==> src/design/price_level_book_defines.svh <==
// Assertion macros for the price level book.
`ifndef PRICE_LEVEL_BOOK_DEFINES_SVH
`define PRICE_LEVEL_BOOK_DEFINES_SVH
`ifndef SYNTH
`define PLB_ASSERT_IMPL(label, clk, rst_n, prop) \
    label: assert property (@(posedge clk) disable iff (!rst_n) prop) \
        else $error("assertion failed");
`define PLB_ASSERT_NEXT(label, clk, rst_n, a, b) \
    label: assert property (@(posedge clk) disable iff (!rst_n) (a) |=> (b)) \
        else $error("assertion failed");
`else
`define PLB_ASSERT_IMPL(label, clk, rst_n, prop)
`define PLB_ASSERT_NEXT(label, clk, rst_n, a, b)
`endif
`endif

==> src/design/plb_pkg.sv <==
// ----------------------------------------------------------------------------
// plb_pkg
// Shared types and codes for the price level book.
// ----------------------------------------------------------------------------
package plb_pkg;

    localparam logic [2:0] OP_SET_BID    = 3'd0;
    localparam logic [2:0] OP_SET_ASK    = 3'd1;
    localparam logic [2:0] OP_REMOVE_BID = 3'd2;
    localparam logic [2:0] OP_REMOVE_ASK = 3'd3;
    localparam logic [2:0] OP_CLEAR      = 3'd4;
    localparam logic [2:0] OP_QUERY      = 3'd5;
    localparam logic [2:0] OP_LOAD_BID   = 3'd6;
    localparam logic [2:0] OP_LOAD_ASK   = 3'd7;

    localparam logic [1:0] ST_DONE   = 2'd0;
    localparam logic [1:0] ST_CROSS  = 2'd1;
    localparam logic [1:0] ST_FULL   = 2'd2;
    localparam logic [1:0] ST_ABSENT = 2'd3;

    localparam int DEPTH_BITS = 38;

    typedef enum logic [2:0] {
        S_IDLE,
        S_SCAN1,
        S_APPLY,
        S_SCAN2,
        S_OUT
    } state_t;

endpackage

==> src/design/plb_side.sv <==
// ----------------------------------------------------------------------------
// plb_side
// One side of the book: price and size memories plus used bits. Scans one
// slot a cycle through a registered read port and accumulates best price,
// match, first free slot and depth.
// ----------------------------------------------------------------------------
module plb_side #(
    parameter int LEVELS     = 64,
    parameter int PRICE_BITS = 32,
    parameter int SIZE_BITS  = 32,
    parameter bit HIGH_BEST  = 1'b1
) (
    input  logic                          clk,
    input  logic                          rst_n,
    input  logic                          scan_start,
    input  logic                          scan_rd,
    input  logic [$clog2(LEVELS)-1:0]     rd_addr,
    input  logic                          scan_acc,
    input  logic [PRICE_BITS-1:0]         key,
    input  logic                          clear_all,
    input  logic                          wr_en,
    input  logic                          wr_new,
    input  logic                          drop_en,
    input  logic [$clog2(LEVELS)-1:0]     wr_addr,
    input  logic [SIZE_BITS-1:0]          wr_size,
    output logic                          any,
    output logic [PRICE_BITS-1:0]         best,
    output logic                          hit,
    output logic [$clog2(LEVELS)-1:0]     hit_idx,
    output logic                          free_ok,
    output logic [$clog2(LEVELS)-1:0]     free_idx,
    output logic [SIZE_BITS-1:0]          size_at,
    output logic [plb_pkg::DEPTH_BITS-1:0] depth
);
    import plb_pkg::*;
    localparam int AW = $clog2(LEVELS);

    logic [PRICE_BITS-1:0] price_mem [LEVELS];
    logic [SIZE_BITS-1:0]  size_mem  [LEVELS];
    logic [LEVELS-1:0]     used_reg;

    logic [PRICE_BITS-1:0] rd_price_reg;
    logic [SIZE_BITS-1:0]  rd_size_reg;
    logic                  rd_used_reg;
    logic [AW-1:0]         rd_idx_reg;

    logic                  any_reg;
    logic [PRICE_BITS-1:0] best_reg;
    logic                  hit_reg;
    logic [AW-1:0]         hit_idx_reg;
    logic                  free_reg;
    logic [AW-1:0]         free_idx_reg;
    logic [SIZE_BITS-1:0]  size_reg;
    logic [DEPTH_BITS:0]   depth_reg;
    logic                  better;

    always_ff @(posedge clk)
    begin
        if (wr_en)
        begin
            size_mem[wr_addr] <= wr_size;
            if (wr_new)
            begin
                price_mem[wr_addr] <= key;
            end
        end
        if (scan_rd)
        begin
            rd_price_reg <= price_mem[rd_addr];
            rd_size_reg  <= size_mem[rd_addr];
        end
    end

    always_ff @(posedge clk or negedge rst_n)
    begin
        if (!rst_n)
        begin
            used_reg    <= '0;
            rd_used_reg <= 1'b0;
            rd_idx_reg  <= '0;
        end
        else
        begin
            if (clear_all)
            begin
                used_reg <= '0;
            end
            else if (wr_en && wr_new)
            begin
                used_reg[wr_addr] <= 1'b1;
            end
            else if (drop_en)
            begin
                used_reg[wr_addr] <= 1'b0;
            end
            if (scan_rd)
            begin
                rd_used_reg <= used_reg[rd_addr];
                rd_idx_reg  <= rd_addr;
            end
        end
    end

    always_comb
    begin
        if (HIGH_BEST)
        begin
            better = rd_price_reg > best_reg;
        end
        else
        begin
            better = rd_price_reg < best_reg;
        end
    end

    always_ff @(posedge clk)
    begin
        if (scan_start)
        begin
            any_reg   <= 1'b0;
            best_reg  <= '0;
            hit_reg   <= 1'b0;
            free_reg  <= 1'b0;
            size_reg  <= '0;
            depth_reg <= '0;
        end
        else if (scan_acc)
        begin
            if (rd_used_reg)
            begin
                any_reg <= 1'b1;
                if (!any_reg || better)
                begin
                    best_reg <= rd_price_reg;
                end
                if (rd_price_reg == key)
                begin
                    hit_reg     <= 1'b1;
                    hit_idx_reg <= rd_idx_reg;
                    size_reg    <= rd_size_reg;
                end
                if ((HIGH_BEST ? (rd_price_reg > key) : (rd_price_reg < key)) &&
                    !depth_reg[DEPTH_BITS])
                begin
                    depth_reg <= depth_reg + (DEPTH_BITS+1)'(rd_size_reg);
                end
            end
            else if (!free_reg)
            begin
                free_reg     <= 1'b1;
                free_idx_reg <= rd_idx_reg;
            end
        end
    end

    assign any      = any_reg;
    assign best     = best_reg;
    assign hit      = hit_reg;
    assign hit_idx  = hit_idx_reg;
    assign free_ok  = free_reg;
    assign free_idx = free_idx_reg;
    assign size_at  = size_reg;
    assign depth    = depth_reg[DEPTH_BITS] ? '1 : depth_reg[DEPTH_BITS-1:0];

endmodule

==> config.mk <==
export PLATFORM = sky130hd
export DESIGN_NAME = plb_side
export DESIGN_NICKNAME = d
export VERILOG_FILES = /design/src/design/price_level_book_defines.svh /design/src/design/plb_pkg.sv /design/src/design/plb_side.sv
export SDC_FILE = /design/constraint.sdc
export NUM_CORES = 2
export LEC_CHECK = 0
export BUFFER_PORTS_ARGS = -buffer_cell sky130_fd_sc_hd__buf_2
export CAP_MARGIN = 10
export CELL_PAD_IN_SITES_DETAIL_PLACEMENT = 0
export CELL_PAD_IN_SITES_GLOBAL_PLACEMENT = 2
export CORE_MARGIN = 1
export CORE_UTILIZATION = 44
export CTS_BUF_LIST = sky130_fd_sc_hd__clkbuf_16
export DETAILED_ROUTE_END_ITERATION = 8
export HOLD_SLACK_MARGIN = 0.02
export PLACE_DENSITY = 0.72
export SKIP_CTS_REPAIR_TIMING = 1
export SLEW_MARGIN = 20
export SYNTH_ARGS = -nofsm -noshare
export SYNTH_HDL_FRONTEND = slang
export SYNTH_SLANG_ARGS = --single-unit
==> constraint.sdc <==
create_clock -name clk -period 5.15 [get_ports clk]
set_input_delay 0.515 -clock clk [delete_from_list [all_inputs] [get_ports clk]]
set_output_delay 0.515 -clock clk [all_outputs]
set_load 0.05 [all_outputs]
==> qor.yml <==
outcome: "finished clean"
cp_slowest_cell: "a22oi_2"
drc: 0
nets: 7998
crit_path_frequent_cell: "nor3_1"
clkSinkCount: 4349
worst_slew_pin_slew_ns: 1.22
grt_pass1_wl_um: 642000
pre_cts_slack_ns: 0.856
drive_gt1_share_pct: 32.8
worstHoldEndpoint: "price_mem[53][27]$_DFFE_PP_"
grt_pass1_vias: 81600
setup_violations: 0
drv_slew: 0
min-delay-start: "key[27]"
vias: 81100
dieHeight_um: 620
io_buffer_count: 201
min_path_type: "in2reg"
dp.cells: 12400
layout.cells.non_filler: 13200
dp_hpwl_um: 273000
reg2reg_slack_ns: 1.10
rows: 226
syn2layout_area_growth_pct: 14.0
synth_mux_area_share_pct: 18.6
holdPathStages: 1
async_reset_ff_share_pct: 1.63
rsz0062_at_grt: "false"
yosys.cell_types.count: 58
wl_per_cell_um: 34.9
ys_ff_latch: 4349
drtIter0Drc: 11100
root_buffer: "clkbuf_16"
worstPathRequired_ns: 6.01
yosys.area_share.adder_pct: 0.726
synth_xor_area_share_pct: 0.135
setup_ws_ns: 1.10
path_clk_slew_ns: 0.07
io_pins: 202
fin_util_pct: 50.5
critPathMaxStageDelay_ns: 0.65
clockBufferDepth: 4
crit_family: "simple AND/OR/NAND/NOR gates"
end_kind: "flop"
final_cell_mix: "edfxtp_1 (4172), mux4_2 (1365), clkbuf_16 (440)"
synth_top_family_by_area: "multiplexers"
antenna_found_initial: 73
finalCritPeriodShare_pct: 78.7
synthCells: 7229
die_area_um2: 385000
critPathKind: "reg2reg"
fin_crit_ns: 4.05
max-vdd-ir-drop_uv: 283
synth-warning-count: 0
cts-buffers-inserted: 432
yosys.area_share.simple_pct: 1.31
core_area_um2: 380000
fmax_mhz: 247
fin_tns_setup_ns: 0
groute.usage.overall_pct: 23.9
cts.htree.levels: 5
worstRegToRegCells: 11
start_kind: "flop"
worst_r2r_endpoint: "depth_reg[27]$_SDFFE_PP0P_"
leakagePower_nw: 61.4
grt_overflow_total: 0
cts_tree: "yes"
crit_chain: "ha_1 -> nand4_1 -> nor3_1 -> and3_1 -> nor3_1 -> and2_1 -> a22oi_2 -> buf_4 -> buf_12 -> nor4_1 -> a311o_1"
avgSynthCellArea_um2: 23.3
worst-path-buf-inv: 2
ys_seq_area_share_pct: 76.8
crit_path_max_fanout: 48
worstPathArrival_ns: 4.91
slew-limit-headroom_pct: 18.4
power_density_nw_per_um2: 386
hold_viol: 0
syn_area_um2: 168000
ys.flop_type: "edfxtp_1"
drt-total-wl_um: 461000
die_w_um: 620
synth_fp_nets: 7411
fin_hold_ws_ns: 0.0477
drt.antenna.violating_nets: 0
synth_compound_area_share_pct: 1.21
insertion_delay_ns: 0.99
skew_ns: 0.0687
via_per_inst: 6.14
grt_max_degree: 97
dr.pass1.iters: 6
cap_viol_max_count: 0
reg2reg_from: "rd_price_reg[14]$_DFFE_PP_"
final_common_cell: "edfxtp_1"
initial_core_util_pct: 44.3
routabilityCongestion: 0.842
synth_edf_count: 4172
==> worst max-delay path by stage <==
stage,startpoint,end,slack [ns],cells past startpoint
4_1_cts,rd_price_reg[14]$_DFFE_PP_,depth_reg[27]$_SDFFE_PP0P_,1.08,11
6_report,rd_price_reg[14]$_DFFE_PP_,depth_reg[27]$_SDFFE_PP0P_,1.10,11
5_1_grt,rd_price_reg[14]$_DFFE_PP_,depth_reg[27]$_SDFFE_PP0P_,1.03,11
2_1_floorplan,wr_addr[1],size_mem[19][0]$_DFFE_PP_,1.91,6
3_5_place_dp,key[2],depth_reg[27]$_SDFFE_PP0P_,0.86,12
3_3_place_gp,key[9],depth_reg[27]$_SDFFE_PP0P_,0.86,13
==> per-stage QoR <==
step	instance area (µm²)	total power (W)
after floorplan	168000	0.0419
after global placement	178000	0.0436
after detailed placement	178000	0.0437
after CTS	192000	0.0745
after global routing	192000	0.0760
final	192000	0.0741
==> Yosys cell counts (all sizes together), types with 12 or more instances <==
cell    instances  share of area, %
o21ai          95              0.28
mux2i          41              0.24
a21o           42              0.19
dfxtp         106               1.3
nand3          17             0.051
edfxtp       4172                75
dfrtp          71               1.1
nor2b          12             0.045
buf           155              0.45
nor2          180              0.40
clkbuf        214              0.48
mux4         1365                18
nand4          18             0.067
nand2         165              0.37
a21oi         159              0.47
or2            43              0.16
inv           135              0.30
ha             96              0.71
xnor2          15             0.078
==> per-layer routing <==
metal / up-vias / track usage (%) / part of all wire (%)
met3: 547 / 5.72 / 10
met2: 3953 / 36.4 / 46
met5: - / 0 / 0.052
met1: 44600 / 35.2 / 41
met4: 38 / 5.35 / 2.1
li1: 32000 / - / -
==> final cells by class <==
| cell class | count | area (µm²) |
|---|---|---|
| multi-input combinational | 2376 | 37400 |
| clock buffer | 440 | 11000 |
| antenna | 14 | 35.0 |
| sequential | 4349 | 129000 |
| timing repair buffer | 522 | 4330 |
| tap | 5016 | 6280 |
| inverter | 135 | 522 |
| clock inverter | 359 | 2990 |
| fill | 29400 | 188000 |
==> power by group <==
group | switching, W | total, W | internal (W) | leakage (nW)
Sequential | 0.000145 | 0.0392 | 0.0390 | 39.4
Combinational | 0.00234 | 0.00383 | 0.00149 | 14.8
Clock | 0.0135 | 0.0311 | 0.0176 | 7.20
Total | 0.0159 | 0.0741 | 0.0581 | 61.4
==> kinds of logic after synthesis <==
| group | Yosys count |
|---|---|
| compound gates | 353 |
| xor+xnor | 26 |
| fa+ha+maj | 97 |
| buf+inv | 504 |
| flops | 4349 |
| mux | 1413 |
| simple gates | 487 |
Note: power is estimated with default switching activity, not from simulation.
